--- src/design/iaf_pkg.sv ---
// Package for the integer-to-ASCII formatter: command codes, controller
// state and prefix types, and the character lookup and BCD correction functions.
// No dependencies.
`default_nettype none

package iaf_pkg;

    // Request command codes
    localparam logic [2:0] CMD_SDEC  = 3'd0;
    localparam logic [2:0] CMD_UDEC  = 3'd1;
    localparam logic [2:0] CMD_HEXL  = 3'd2;
    localparam logic [2:0] CMD_HEXU  = 3'd3;
    localparam logic [2:0] CMD_PTR   = 3'd4;
    localparam logic [2:0] CMD_CHAR  = 3'd5;
    localparam logic [2:0] CMD_PCT   = 3'd6;

    // Decimal conversion geometry: 32 source bits into 10 BCD digits
    localparam int DEC_BITS   = 32;
    localparam int DEC_DIGITS = 10;

    // Characters used by the prefixes
    localparam logic [7:0] CH_ZERO    = 8'h30;
    localparam logic [7:0] CH_MINUS   = 8'h2D;
    localparam logic [7:0] CH_X       = 8'h78;
    localparam logic [7:0] CH_PERCENT = 8'h25;
    localparam logic [7:0] CH_LPAREN  = 8'h28;
    localparam logic [7:0] CH_N       = 8'h6E;
    localparam logic [7:0] CH_I       = 8'h69;
    localparam logic [7:0] CH_L       = 8'h6C;
    localparam logic [7:0] CH_RPAREN  = 8'h29;
    localparam logic [7:0] CH_UPPER_A = 8'h41;
    localparam logic [7:0] CH_LOWER_A = 8'h61;

    typedef enum logic [2:0] {
        ST_IDLE,
        ST_PREFIX,
        ST_CONVERT,
        ST_SKIP,
        ST_EMIT
    } state_t;

    // Fixed text sent ahead of (or instead of) the digits
    typedef enum logic [2:0] {
        PFX_NONE,
        PFX_MINUS,
        PFX_HEX,
        PFX_NIL,
        PFX_CHAR,
        PFX_PCT
    } pfx_t;

    function automatic logic [2:0] prefix_len(input pfx_t kind);
        logic [2:0] len;
        case (kind)
            PFX_HEX: len = 3'd2;
            PFX_NIL: len = 3'd5;
            default: len = 3'd1;
        endcase
        return len;
    endfunction

    function automatic logic [7:0] prefix_char(input pfx_t kind, input logic [2:0] idx,
                                               input logic [7:0] chr);
        logic [7:0] c;
        case (kind)
            PFX_MINUS: c = CH_MINUS;
            PFX_HEX:   c = (idx == 3'd0) ? CH_ZERO : CH_X;
            PFX_NIL:
            begin
                case (idx)
                    3'd0:    c = CH_LPAREN;
                    3'd1:    c = CH_N;
                    3'd2:    c = CH_I;
                    3'd3:    c = CH_L;
                    default: c = CH_RPAREN;
                endcase
            end
            PFX_CHAR:  c = chr;
            PFX_PCT:   c = CH_PERCENT;
            default:   c = CH_ZERO;
        endcase
        return c;
    endfunction

    // One hex or BCD digit to ASCII
    function automatic logic [7:0] digit_char(input logic [3:0] d, input logic upper);
        logic [7:0] c;
        if (d < 4'd10)
        begin
            c = CH_ZERO + {4'd0, d};
        end
        else
        begin
            c = (upper ? CH_UPPER_A : CH_LOWER_A) + {4'd0, d - 4'd10};
        end
        return c;
    endfunction

    // Double-dabble correction: add 3 to every BCD digit of 5 or more
    function automatic logic [4*DEC_DIGITS-1:0] bcd_adjust(
        input logic [4*DEC_DIGITS-1:0] bcd);
        logic [4*DEC_DIGITS-1:0] r;
        r = bcd;
        for (int i = 0; i < DEC_DIGITS; i++)
        begin
            if (bcd[4*i +: 4] >= 4'd5)
            begin
                r[4*i +: 4] = bcd[4*i +: 4] + 4'd3;
            end
        end
        return r;
    endfunction

endpackage

`default_nettype wire

--- src/design/integer_to_ascii_formatter.sv ---
// Integer-to-ASCII formatter top level: request decode, bit-serial decimal
// conversion, leading-zero skip and one-character-per-cycle output.
// Depends on iaf_pkg.
//
// A request is taken when start is high and busy is low; busy then stays high
// until the last character has been issued. Characters appear one per cycle on
// out_char with out_valid within the prefix and within the digits, none during
// conversion or the skip step, most significant first, last marking the final
// one; the receiver cannot stall them. A request passes through its prefix
// characters (0 to 5), then for decimal the shift-and-add-3 conversion of the
// 32 source bits through a 10-digit BCD shift register, then the skip step that
// drops suppressed leading zeros, then the digits.
// Command code 7 is taken and produces nothing.
`default_nettype none

module integer_to_ascii_formatter (
    input  wire logic        clk,
    input  wire logic        rst_n,
    input  wire logic        start,
    output      logic        busy,
    input  wire logic [2:0]  cmd,
    input  wire logic [63:0] value,
    output      logic        out_valid,
    output      logic [7:0]  out_char,
    output      logic        last
);
    import iaf_pkg::*;

    localparam int BCD_W  = 4 * DEC_DIGITS;
    localparam int BCD_LO = 64 - BCD_W;

    state_t       state_reg, state_next;
    logic         out_valid_reg, out_valid_next;
    logic [7:0]   out_char_reg, out_char_next;
    logic         last_reg, last_next;
    pfx_t         pfx_reg, pfx_next;
    logic [2:0]   pre_idx_reg, pre_idx_next;
    logic         dec_reg, dec_next;
    logic         has_num_reg, has_num_next;
    logic         upper_reg, upper_next;
    logic [7:0]   chr_reg, chr_next;
    logic [63:0]  digits_reg, digits_next;
    logic [31:0]  bin_reg, bin_next;
    logic [4:0]   cnt_reg, cnt_next;
    logic [4:0]   conv_cnt_reg, conv_cnt_next;
    logic [BCD_W-1:0] bcd_adj;

    // Control registers
    always_ff @(posedge clk or negedge rst_n)
    begin
        if (!rst_n)
        begin
            state_reg     <= ST_IDLE;
            out_valid_reg <= 1'b0;
            last_reg      <= 1'b0;
        end
        else
        begin
            state_reg     <= state_next;
            out_valid_reg <= out_valid_next;
            last_reg      <= last_next;
        end
    end

    // Datapath registers
    always_ff @(posedge clk)
    begin
        out_char_reg <= out_char_next;
        pfx_reg      <= pfx_next;
        pre_idx_reg  <= pre_idx_next;
        dec_reg      <= dec_next;
        has_num_reg  <= has_num_next;
        upper_reg    <= upper_next;
        chr_reg      <= chr_next;
        digits_reg   <= digits_next;
        bin_reg      <= bin_next;
        cnt_reg      <= cnt_next;
        conv_cnt_reg <= conv_cnt_next;
    end

    assign bcd_adj = bcd_adjust(digits_reg[63:BCD_LO]);

    // Next state and datapath
    always_comb
    begin
        state_next     = state_reg;
        out_valid_next = 1'b0;
        out_char_next  = out_char_reg;
        last_next      = 1'b0;
        pfx_next       = pfx_reg;
        pre_idx_next   = pre_idx_reg;
        dec_next       = dec_reg;
        has_num_next   = has_num_reg;
        upper_next     = upper_reg;
        chr_next       = chr_reg;
        digits_next    = digits_reg;
        bin_next       = bin_reg;
        cnt_next       = cnt_reg;
        conv_cnt_next  = conv_cnt_reg;

        case (state_reg)
            ST_IDLE:
            begin
                if (start)
                begin
                    pfx_next      = PFX_NONE;
                    pre_idx_next  = 3'd0;
                    dec_next      = 1'b0;
                    has_num_next  = 1'b0;
                    upper_next    = 1'b0;
                    chr_next      = value[7:0];
                    digits_next   = '0;
                    bin_next      = value[31:0];
                    cnt_next      = 5'd8;
                    conv_cnt_next = 5'd0;
                    case (cmd)
                        CMD_SDEC:
                        begin
                            dec_next     = 1'b1;
                            has_num_next = 1'b1;
                            cnt_next     = 5'(DEC_DIGITS);
                            if (value[31])
                            begin
                                pfx_next = PFX_MINUS;
                                bin_next = 32'd0 - value[31:0];
                            end
                        end
                        CMD_UDEC:
                        begin
                            dec_next     = 1'b1;
                            has_num_next = 1'b1;
                            cnt_next     = 5'(DEC_DIGITS);
                        end
                        CMD_HEXL, CMD_HEXU:
                        begin
                            has_num_next = 1'b1;
                            upper_next   = (cmd == CMD_HEXU);
                            digits_next  = {value[31:0], 32'd0};
                        end
                        CMD_PTR:
                        begin
                            if (value == 64'd0)
                            begin
                                pfx_next = PFX_NIL;
                            end
                            else
                            begin
                                pfx_next     = PFX_HEX;
                                has_num_next = 1'b1;
                                digits_next  = value;
                                cnt_next     = 5'd16;
                            end
                        end
                        CMD_CHAR: pfx_next = PFX_CHAR;
                        CMD_PCT:  pfx_next = PFX_PCT;
                        default:  pfx_next = PFX_NONE;
                    endcase
                    if (pfx_next != PFX_NONE)
                        state_next = ST_PREFIX;
                    else if (dec_next)
                        state_next = ST_CONVERT;
                    else if (has_num_next)
                        state_next = ST_SKIP;
                end
            end

            // Fixed text, one character per cycle
            ST_PREFIX:
            begin
                out_valid_next = 1'b1;
                out_char_next  = prefix_char(pfx_reg, pre_idx_reg, chr_reg);
                if (pre_idx_reg == prefix_len(pfx_reg) - 3'd1)
                begin
                    last_next = !has_num_reg;
                    if (dec_reg)
                        state_next = ST_CONVERT;
                    else if (has_num_reg)
                        state_next = ST_SKIP;
                    else
                        state_next = ST_IDLE;
                end
                else
                begin
                    pre_idx_next = pre_idx_reg + 3'd1;
                end
            end

            // Double dabble, one source bit per cycle
            ST_CONVERT:
            begin
                digits_next[63:BCD_LO] = {bcd_adj[BCD_W-2:0], bin_reg[31]};
                bin_next      = {bin_reg[30:0], 1'b0};
                conv_cnt_next = conv_cnt_reg + 5'd1;
                if (conv_cnt_reg == 5'(DEC_BITS - 1))
                    state_next = ST_SKIP;
            end

            // Drop leading zeros, keeping at least one digit
            ST_SKIP:
            begin
                if (digits_reg[63:60] == 4'd0 && cnt_reg > 5'd1)
                begin
                    digits_next = {digits_reg[59:0], 4'd0};
                    cnt_next    = cnt_reg - 5'd1;
                end
                else
                begin
                    state_next = ST_EMIT;
                end
            end

            ST_EMIT:
            begin
                out_valid_next = 1'b1;
                out_char_next  = digit_char(digits_reg[63:60], upper_reg);
                digits_next    = {digits_reg[59:0], 4'd0};
                cnt_next       = cnt_reg - 5'd1;
                if (cnt_reg == 5'd1)
                begin
                    last_next  = 1'b1;
                    state_next = ST_IDLE;
                end
            end

            default:
            begin
                state_next = ST_IDLE;
            end
        endcase
    end

    assign busy      = (state_reg != ST_IDLE);
    assign out_valid = out_valid_reg;
    assign out_char  = out_char_reg;
    assign last      = last_reg;

endmodule

`default_nettype wire

--- config.mk ---
export PLATFORM = sky130hd
export DESIGN_NAME = integer_to_ascii_formatter
export DESIGN_NICKNAME = d
export VERILOG_FILES = /design/src/design/iaf_pkg.sv /design/src/design/integer_to_ascii_formatter.sv
export SDC_FILE = /design/constraint.sdc
export NUM_CORES = 1
export LEC_CHECK = 0
export BUFFER_PORTS_ARGS = -buffer_cell sky130_fd_sc_hd__clkbuf_2
export CAP_MARGIN = 10
export CORE_ASPECT_RATIO = 0.5
export CORE_UTILIZATION = 35
export CTS_CLUSTER_DIAMETER = 150
export DETAILED_ROUTE_END_ITERATION = 7
export GPL_ROUTABILITY_DRIVEN = 0
export MAX_ROUTING_LAYER = met4
export PLACE_DENSITY_LB_ADDON = 0.25
export SYNTH_ARGS = -nofsm -noshare
export SYNTH_HDL_FRONTEND = slang
export SYNTH_SLANG_ARGS = --single-unit
--- constraint.sdc ---
create_clock -name clk -period 6.2 [get_ports clk]
set_input_delay 0.93 -clock clk [delete_from_list [all_inputs] [get_ports clk]]
set_output_delay 0.93 -clock clk [all_outputs]
set_load 0.01 [all_outputs]
Word-level counts from Yosys, hierarchy flattened

Index checks and enable logic that the tools add are counted.

Output and inout port bits: 11
Input port bits: 70
Register bits: 136
Word-level logic and storage cells: 163

Muxes and demuxes: 65
Add/subtract/negate cells: 18
$lt $le $gt $ge: 12
Reduce and logical (&&, ||, !) cells: 24
Eq/ne operators: 29

Operator list:

| operator                | number |
|---|---|
| $mux W64                | 3 |
| $pmux W40 S4            | 1 |
| $pmux W64 S2            | 1 |
| $mux W32                | 3 |
| $pmux W24 S3            | 1 |
| $logic_not A64 Y1       | 1 |
| $pmux W32 S2            | 1 |
| $mux W3                 | 14 |
| $ge A4 B3 Y1 const B    | 10 |
| $pmux W8 S5             | 1 |
| $add A4 B2 Y4 const B   | 9 |
| $mux W4                 | 9 |
| $sub A1 B32 Y32 const A | 1 |
| $pmux W7 S4             | 1 |
| $eq A3 B2 Y1 const B    | 8 |
| $mux W5                 | 4 |
| $pmux W5 S2             | 2 |
| $eq A3 B3 Y1 const B    | 6 |
| $pmux W8 S2             | 1 |
| $pmux W3 S5             | 1 |
| $pmux W5 S3             | 1 |
| $ne A2 B2 Y1 const B    | 7 |
| $eq A3 B1 Y1 const B    | 4 |
| $pmux W3 S2             | 2 |
| other kinds (33)        | 56 |

Depth between registers and ports, before layout

Gate-level depths: netlist (run 1).

Depth in word-level cells: 10
Gate-level depth with buffers: 8
Depth with buffers taken out: 7

Least setup slack after synthesis (run 1)

Ideal clock, no wire load.

Kind: register to register
Start: reg digits_reg[61]
End: reg digits_reg[24], enable pin
Data arrival time: 4270 ps
Setup slack: 1427 ps
Period minus slack after synthesis: 4773 ps
Setup time: 503 ps
Stages on the path, launching flop included: 7
Data required time: 5697 ps
Buffers on the path: 0
Cells stage by stage: edfxtp_1 inv_1 ha_1 nand2b_1 a211oi_1 nand2_1 a221oi_1

Word-level cells in the longest chain between the ends: 4

Ends and longest elaborated chain:

| what                        | RTL line                          | RTL |
|---|---|---|
| start, declared             | integer_to_ascii_formatter.sv:42  | `logic [63:0] digits_reg, digits_next;` |
| start signal, assigned      | integer_to_ascii_formatter.sv:75  | `digits_reg <= digits_next;` |
| $logic_not A4 Y1            | integer_to_ascii_formatter.sv:201 | `if (digits_reg[63:60] == 4'd0 && cnt_reg > 5'd1)` |
| $logic_and A1 B1 Y1         | integer_to_ascii_formatter.sv:201 |  |
| $ne A2 B2 Y1 (no line)      | --                                |  |
| $reduce_and A3 Y1 (no line) | --                                |  |

No other way between the ends.
A chain may end at the register's enable or synchronous reset.

Worst setup path after layout (run 1)

Start: in cmd[2]
End: reg cnt_reg[3], data pin

Word-level cells in the longest chain between the ends: 5
Elaborated cells on any way between the ends: 7
Those cells by class: eq/ne (2); mux (3); reduce/logical (2)

Ends and longest elaborated chain:

| what                                                    | RTL line                          | RTL |
|---|---|---|
| start, declared                                         | integer_to_ascii_formatter.sv:21  | `input wire logic [2:0] cmd,` |
| $eq A3 B1 Y1 / $logic_not A3 Y1 (equally long branches) | integer_to_ascii_formatter.sv:116 | `case (cmd)` |
| $reduce_or A2 Y1 (no line)                              | --                                |  |
| $pmux W5 S2 (*)                                         | integer_to_ascii_formatter.sv:116 |  |
| $mux W5 (*)                                             | integer_to_ascii_formatter.sv:104 | `if (start)` |
| $pmux W5 S3 (*)                                         | integer_to_ascii_formatter.sv:101 | `case (state_reg)` |
| named net cnt_next[3]                                   | integer_to_ascii_formatter.sv:44  | `logic [4:0] cnt_reg, cnt_next;` |
| end signal, assigned                                    | integer_to_ascii_formatter.sv:77  | `cnt_reg <= cnt_next;` |
| end, declared                                           | integer_to_ascii_formatter.sv:44  |  |

The timed path passes the listed nets; every way through them passes the cells marked *. The select of a mux whose other input is x is not followed.

==> results of run 1 <==
==> how the worst max path moves through the flow <==
stage / startpoint / endpoint / slack [ns] / cells past startpoint
6_report: cmd[2] / cnt_reg[3] / 3.21 / 6
5_1_grt: state_reg[0] / digits_reg[63] / 3.11 / 6
4_1_cts: digits_reg[61] / digits_reg[12] / 3.10 / 5
3_5_place_dp: cmd[2] / cnt_reg[3] / 2.88 / 6
3_3_place_gp: cmd[2] / cnt_reg[3] / 2.88 / 6
2_1_floorplan: digits_reg[61] / digits_reg[24] / 1.43 / 6
==> cells in the mapped netlist, drive strengths merged (6+ instances only) <==
master / number / area [um2]
a221o: 11 / 110
nor3b: 10 / 75.1
and2: 8 / 50.1
inv: 37 / 139
nor4: 11 / 103
ha: 33 / 413
buf: 17 / 91.3
or4: 6 / 48.8
clkbuf: 26 / 129
o31ai: 11 / 82.6
nand2b: 18 / 113
a222oi: 12 / 120
nor3: 11 / 77.6
a21oi: 49 / 245
nor2b: 11 / 68.8
nand3: 23 / 133
nand2: 98 / 368
a31oi: 8 / 50.1
o211ai: 8 / 60.1
a22o: 23 / 201
and3: 6 / 37.5
a21o: 13 / 97.6
xor2: 26 / 228
xnor2: 23 / 201
a22oi: 12 / 90.1
o41ai: 6 / 82.6
nor2: 45 / 169
edfxtp: 131 / 3930
o21ai: 70 / 350
==> cells by family after synthesis <==
family | count (synthesis) | synth area share [%]
AOI/OAI and AO/OA | 246 | 20.1
xor gates and xnor gates | 49 | 5.13
adders and majority gates | 33 | 4.94
buffers and inverters | 80 | 4.29
DFF | 136 | 48.5
muxes | 3 | 0.374
and+or+nand+nor | 265 | 16.6
==> area by class of cell <==
| type | count | area (um2) |
|---|---|---|
| clock buffer | 19 | 433 |
| multi-input combinational | 596 | 3980 |
| tap | 307 | 384 |
| clock inverter | 13 | 179 |
| fill | 2250 | 13500 |
| antenna | 1 | 2.50 |
| sequential | 136 | 4060 |
| timing repair buffer | 90 | 495 |
| inverter | 37 | 139 |
==> power by group through the flow <==
stage          registers, uW  logic, uW  clock network, uW
3_3_place_gp            1980       1960                  0
6_report                1980       2030               1080
3_5_place_dp            1990       1990                  0
4_1_cts                 1980       2010               1090
5_1_grt                 2040       2270               1130
2_1_floorplan           1880       1510                  0
==> placed cells by master (no fill, tap or decap), types with 4 or more instances in the layout <==
cell / synthesis / routed
sky130_fd_sc_hd__xor2_1: 26 / 26
sky130_fd_sc_hd__o31ai_1: 11 / 11
sky130_fd_sc_hd__nor4_1: 7 / 7
sky130_fd_sc_hd__a32oi_1: 5 / 5
sky130_fd_sc_hd__a31oi_1: 8 / 8
sky130_fd_sc_hd__inv_1: 37 / 37
sky130_fd_sc_hd__and2_1: 8 / 8
sky130_fd_sc_hd__nor3_1: 9 / 9
sky130_fd_sc_hd__nand2_1: 98 / 97
sky130_fd_sc_hd__o21ai_1: 11 / 11
sky130_fd_sc_hd__nor3b_1: 10 / 10
sky130_fd_sc_hd__nand3_1: 21 / 21
sky130_fd_sc_hd__clkbuf_16: 0 / 17
sky130_fd_sc_hd__o21ai_0: 59 / 59
sky130_fd_sc_hd__nor2b_1: 11 / 11
sky130_fd_sc_hd__a22oi_1: 12 / 12
sky130_fd_sc_hd__xnor2_1: 23 / 23
sky130_fd_sc_hd__a221o_1: 11 / 11
sky130_fd_sc_hd__o41ai_2: 4 / 4
sky130_fd_sc_hd__bufinv_16: 0 / 4
sky130_fd_sc_hd__clkbuf_2: 1 / 80
sky130_fd_sc_hd__o211ai_1: 8 / 8
sky130_fd_sc_hd__ha_1: 33 / 33
sky130_fd_sc_hd__nand2b_1: 18 / 17
sky130_fd_sc_hd__dfrtp_1: 5 / 5
sky130_fd_sc_hd__a22o_1: 23 / 23
sky130_fd_sc_hd__a21oi_1: 49 / 49
sky130_fd_sc_hd__nand4_1: 5 / 5
sky130_fd_sc_hd__a21o_1: 13 / 13
sky130_fd_sc_hd__buf_4: 0 / 9
sky130_fd_sc_hd__and3_1: 6 / 6
sky130_fd_sc_hd__edfxtp_1: 131 / 131
sky130_fd_sc_hd__nor2_1: 45 / 44
sky130_fd_sc_hd__or4_1: 5 / 5
sky130_fd_sc_hd__a222oi_1: 12 / 12
==> stage by stage <==
stage / setup WS (ns) / instances / power [uW] / utilization [%] / hold slack [ns]
after CTS: 3.10 / 1197 / 5090 / 41.7 / 0.301
after floorplan: 1.43 / 812 / 3400 / - / 0.495
after global placement: 2.88 / 1165 / 3950 / 39.1 / 0.505
final: 3.21 / 1199 / 5100 / 41.8 / 0.313
after detailed placement: 2.88 / 1165 / 3980 / 39.1 / 0.519
after global routing: 3.11 / 1199 / 5440 / 41.8 / 0.313
==> metal layers <==
layer | part of all wire, % | track usage (%) | up-vias | routed length [um]
met4 | 1.6 | 6.30 | 0 | 390
met1 | 47 | 28.8 | 3296 | 11000
met2 | 45 | 30.2 | 254 | 10600
li1 | - | - | 3196 | -
met3 | 6.9 | 4.12 | 29 | 1620
met5 | 0 | - | - | 0
==> results.txt, run 1 <==
- Status: complete, but fails checks
- The final reports fail on design-rule violations.
- Entering global routing, the biggest net connects 49 pins.
* Hold-fix buffers at CTS: 0
- Worst-path cell with the longest stage delay: sky130_fd_sc_hd__nor3b_1
- Number of clock sinks seen by CTS: 136
* Core Area: between 20000 and 25000 um2
- In this run the tightest slew margin relative to its limit is roughly a third.
- Between clock sinks in the finished design, the worst skew comes to 0.0140 ns.
- Layout overhead on the synthesized area: 15.7%
* Overall routed net length: 23700 um
- Summed over all cells, the static leakage comes to about 0.0036 uW.
* DP Area: 9030 um2
* Cells along the critical path: clkbuf_2, nor3b_1, and3_1, buf_4, o21a_1, a21oi_1
* Length in cells of the worst reg-to-reg path: 6
- The die is 221 um wide.
- Unique cell type count in the Yosys netlist: 66
- Clock tree synthesis selected as its root buffer the cell sky130_fd_sc_hd__clkbuf_16.
- The post-route netlist has 15.7% of its cells at a drive strength greater than 1.
- Total CTS buffers: 17
- Highest achievable clock rate: 335 MHz
* Actual slew at the worst max-slew pin: 1.02 ns
* Average instance area after synthesis: 10.3 um2
- Dividing the detail-routed wire length by the instance count gives about 20 um.
- Initial core utilization: 36.2%
- Synth Register Bits: roughly 140
* Global-route usage over all layers: 20.7%
* Internal power contribution: between 3000 and 4000 uW
* Worst-path maximum fanout: 30
* Reported net switching power: 2000 uW
- Global-route wire length before repair: 37300 um
* Reg-to-reg endpoint: digits_reg[63]
* Setup repair after global routing missed its margin: false
- Summing over every cut layer, the via total after detailed routing is 6775.
* Reg2reg setup slack: 3.30 ns
* PD cells: 527 nW/um2
* Number of slew-limit violations in the final report: 0
- Portion of total power attributed to combinational logic: about two fifths
- The share of the Yosys chip area taken by registers is 48.5%.
- After clock tree synthesis, the clock-pin slew on the worst setup and hold paths is 0.06 ns.
* Maximum clock path buffer count: 2
* Syn Std Cell Area: about 8400 um2
- Capturing element type of the critical path: flip-flop
- Number of nets in the layout: 981
* Final standard cell area without fillers: between 9000 and 10000 um2
* Switching share of total power: 39.2%
- Across the VDD grid, the largest voltage drop is 0.229 mV.
* Setup TNS: 0 ns
- Average via count per standard cell: ~5.7
* Most used flip-flop cell after synthesis: sky130_fd_sc_hd__edfxtp_1
- In this run the worst hold path is classified as in -> async.
- Setup violations remaining at the end of the flow were counted as 0.
- Registers are responsible for between 30% and 40% of the overall power.
- Synthesized net count: 915
- CP Buf/Inv Count: 2
* Remaining antenna violation count after routing: 0
- The total overflow left after global routing is 0.
- Category of cells accounting for the largest share of critical-path delay: simple AND/OR/NAND/NOR gates
- The via count of the first global-routing pass is between 6000 and 7000.
- The number of gates resized after CTS was 0.
- The smallest clock period supported by the final layout is computed as 2.99 ns.
- Chip height: 111 um
* Launch instance of the worst register-to-register path: state_reg[0]
- Across the run, the number of max-cap violations was 0.
* Startpoint type of the worst setup path: input pin
- Period utilization: 48.2%
- Post-synthesis async set-or-reset flop share: 3.68%
- The share of total power dissipated in the clock network is 21.2%.
- Max reg flops: 64
* Iter 0 DRT Violations: between 700 and 800
- In this run the number of H-tree levels came out at 4.
- Total half-perimeter wirelength after legalization and detailed placement: ~16000 um
* Number of flops mapped to enable cells by yosys: 131
- In this design, the stage delay of the slowest critical-path cell is between 0.8 and 0.9 ns.
- The count of final hold-check violations is 0.
- For this run, design rule violations remaining after detail routing come to 5.
- Required time worst endpoint: 6.35 ns
- In this run the tool buffered the top-level ports with 80 buffer cells.
- Antenna violations before repair: 1
* Gate Count Post-Synth: 812
- The critical path is of the in -> reg type.
- Top-level I/O count: between 80 and 90
- The first detailed-routing pass ran for 7 iterations.
- For the worst setup path, the data arrival time is 3.14 ns.
- Synthesis warning total: 0
- The floorplan step defined a die boundary enclosing 24600 um2.
- Postcts setup bufs: 0
* Std cell rows: 39
- Clock latency on the worst-skew pair, taken at its later pin, is 0.44 ns.
- Clock tree from TritonCTS: done
No activity file was read; power rests on OpenSTA's default activity.
==> run 2, diff against run 1 <==
==> constraint.sdc (replaced) <==
create_clock -name clk -period 2.7 [get_ports clk]
set_input_delay 0.405 -clock clk [delete_from_list [all_inputs] [get_ports clk]]
set_output_delay 0.405 -clock clk [all_outputs]
set_load 0.01 [all_outputs]
==> results.txt, run 2 (synthesized netlist as in run 1, its figures left out) <==
- The required time at the worst-slack endpoint was 3.01 ns (was 6.35 ns).
- The aggregate global routing overflow was 0 (unchanged).
* Launch instance of the worst register-to-register path: digits_reg[60] (was state_reg[0])
* HP Start: value[52]
- Path class of the lowest-slack min-delay path: in -> reg (was in -> async)
- The power share of the clock group is 20.7% (was 21.2%).
* M1 WL: 11600 um (was 11000 um)
- Cells along the critical path: inv_1, ha_1, nand2b_1, a2111oi_0, a31oi_1, o311ai_1, mux2_1 (was clkbuf_2, nor3b_1, and3_1, buf_4, o21a_1, a21oi_1).
* Amount of wire on met3 after detailed routing: 1590 um (was 1620 um)
* Actual slew at the worst max-slew pin: 0.849 ns (was 1.02 ns)
* Total of max-cap violations: 0 (unchanged)
- Worst path arrival time: 2.71 ns (was 3.14 ns)
- Number of stages on the worst hold path: 2
- Highest achievable clock rate: around 420 MHz
- Total chip power: 12000 uW (was 5100 uW)
- Max reg flops: 64 (unchanged)
* Capturing element type of the critical path: flip-flop (unchanged)
- The count of pins over their slew limit came to 0 (unchanged).
* Commonest non-fill, non-tap cell in the layout: sky130_fd_sc_hd__edfxtp_1 (unchanged)
* Final Setup Violations: 0 (unchanged)
* Maximum clock path buffer count: 2 (unchanged)
- Register clock-pin slew on the reported worst setup and hold paths: 0.06 ns (about the same)
- The total internal power is 7330 uW (was 3100 uW).
- Portion of total power attributed to combinational logic: 41.6% (was 39.9%)
* Cell count after placement: 1192 (was 1165)
- Max layer used: met4 (unchanged)
- Sequential cell fraction of total power: 37.7% (was 38.9%)
- Worst-path cell with the longest stage delay: sky130_fd_sc_hd__a2111oi_0 (was sky130_fd_sc_hd__nor3b_1)
- Reported net switching power: 4710 uW (was 2000 uW)
- Pin count of the biggest net entering global routing: 44 (was 49)
- The number of I/O pins is 81 (unchanged).
- Worst-path maximum fanout: 4 (was 30)
- Antenna violations before repair: 1 (unchanged)
- The worst voltage drop across the vdd grid was 0.481 mV (was 0.229 mV).
* Final core area utilization: 43.0% (was 41.8%)
* Reg-to-reg endpoint: state_reg[1] (was digits_reg[63])
- Clock tree from TritonCTS: done (unchanged)
- Reg2reg setup slack: 0.30 ns (was 3.30 ns)
- The nature of the critical path startpoint is a flip-flop (was input pin).
* Setup repair after global routing missed its margin: false (unchanged)
* Status: complete, but fails checks (unchanged)
* Headroom to the max-slew limit: 43.2% (was 32.0%)
* H-Tree Level Count: 4 (unchanged)
- The switching fraction of total power was 39.1% (was 39.2%).
- The power per cell area came to 1210 nW/um2 (was 527 nW/um2).
- Area of the multi-input gates: 3980 um2 (unchanged)
- Clock period minus final worst setup slack: 2.40 ns
* Layout overhead on the synthesized area: 18.9% (was 15.7%)
- Number of clock sinks seen by CTS: 136 (unchanged)
- The worst hold path terminates at digits_reg[52].
- Max stage delay on crit path: 0.73 ns (was 0.85 ns)
- The vias after detailed routing came to 6860 (was 6775).
* First-pass DRT Iterations: 8 (was 7)
- Path type of the worst setup path: reg -> reg (was in -> reg)
* Number of buffers inserted by port buffering: 80 (unchanged)
* Total CTS buffers: 17 (unchanged)
- The net count reported at finish is 1008 (was 981).
- Insertion delay of the later-clocked pin in the worst-skew pair: 0.44 ns (about the same)
- Met2 Routed Length: 10900 um (was 10600 um)
- The post-route DRC violation count is 4 (was 5).
- The launching instance or port of the critical path is digits_reg[60] (was cmd[2]).
* Share of cells above drive strength 1: 18.2% (was 15.7%)
- Horiz. Die Dim: 221 um (unchanged)
- The number of fillers in the final layout was 2220 (was 2250).
* Clk Tree Root Cell: sky130_fd_sc_hd__clkbuf_16 (unchanged)
* Iter 0 DRT Violations: 669 (was 718)
- The post-route non-filler standard cell count came to 1225 (was 1199).
- Setup TNS: 0 ns (unchanged)
- Final antenna diode count: 0 (was 1)
- Remaining antenna violation count after routing: 0 (unchanged)
- The starting density of the core was 36.2% (unchanged).
* Violations in the final reports: design-rule violations (unchanged)
* Overall routed net length: 24300 um (was 23700 um)
- The post-detailed-placement half-perimeter wirelength is 17200 um (was 16300 um).
- Clock Skew: 0.0107 ns (was 0.0140 ns)
- WL per Instance: 19.9 um (was 19.7 um)
- Global-route usage over all layers: 21.0% (was 20.7%)
- The register area came to 4060 um2 (unchanged).
- Cell leakage power: 0.00378 uW (was 0.00363 uW)
* Postcts setup bufs: 0 (unchanged)
* Length in cells of the worst reg-to-reg path: 7 (was 6)
* Full die area: 24600 um2 (unchanged)
- The placeable core area is 23100 um2 (unchanged).
* Global-route wire length before repair: 37900 um (was 37300 um)
- Chip height: 111 um (unchanged)
- The final critical path takes up 88.8% of the cycle.
- The count of final hold-check violations came to 0 (unchanged).
* Vias in the first global route: 6430 (was 6422)
* Std cell rows: 39 (unchanged)
- Highest-count cells in the layout ignoring fill and taps: sky130_fd_sc_hd__edfxtp_1, sky130_fd_sc_hd__nand2_1, sky130_fd_sc_hd__clkbuf_2, sky130_fd_sc_hd__o21ai_0, sky130_fd_sc_hd__a21oi_1 (unchanged).
- Average via count per standard cell: 5.60 (was 5.65)
## run 2: cell types whose count changed in the layout (fill, tap and decap cells not counted), moves of 2 or more
cell / delta
sky130_fd_sc_hd__buf_4: +20
sky130_fd_sc_hd__buf_12: +7
sky130_fd_sc_hd__clkinv_4: -3
sky130_fd_sc_hd__clkinvlp_4: +2
## run 2: how the worst max path moves through the flow
stage	to	slack, ns
after detailed placement	digits_reg[0]	0.20
after floorplan	digits_reg[24]	0.02
final	state_reg[1]	0.30
after global routing	state_reg[1]	0.08
after CTS	state_reg[1]	0.32
after global placement	digits_reg[1]	0.26
## run 2: final cells by class
type | count | area share (%)
clock buffer | 18 | 4.32
tap | 307 | 3.86
inverter | 37 | 1.40
clock inverter | 14 | 1.81
multi-input combinational | 596 | 40.1
sequential | 136 | 40.8
timing repair buffer | 117 | 7.73
## run 2: worst max-delay path: cells and delay by family (launching register included)
kind | cells | cell delay (ns)
AOI/OAI and AO/OA | 3 | 0.99
adders and majority gates | 1 | 0.22
buffers and inverters | 1 | 0.13
DFF | 1 | 0.46
muxes | 1 | 0.35
and+or+nand+nor | 1 | 0.12
## run 2: what timing repair did
action | in CTS | in global routing
resized for setup | 0 | 0
hold endpoints to repair | 5 | 0
hold buffers | 1 | 0
## run 2: power by group through the flow
stage               clock network (uW)  registers (uW)  logic, uW
floorplan                            0            4300       3500
global placement                     0            4520       4850
detailed placement                   0            4550       4920
CTS                               2540            4530       4980
global route                      2630            4660       5550
finish                            2500            4540       5000
## run 2: stage by stage
step / hold WS [ns] / cell area [um2] / setup slack [ns]
finish: 0.270 / 9940 / 0.302
CTS: 0.251 / 9940 / 0.324
global placement: 0.230 / 9320 / 0.263
floorplan: 0.109 / 8380 / 0.0173
global route: 0.256 / 9940 / 0.0790
detailed placement: 0.231 / 9320 / 0.201
## run 2: per-layer routing
layer / global-route usage [%] / vias to the layer above
met3: 4.64 / 21
li1: - / 3249
met1: 29.8 / 3366
met2: 30.5 / 224
met5: - / -
met4: 4.57 / 0
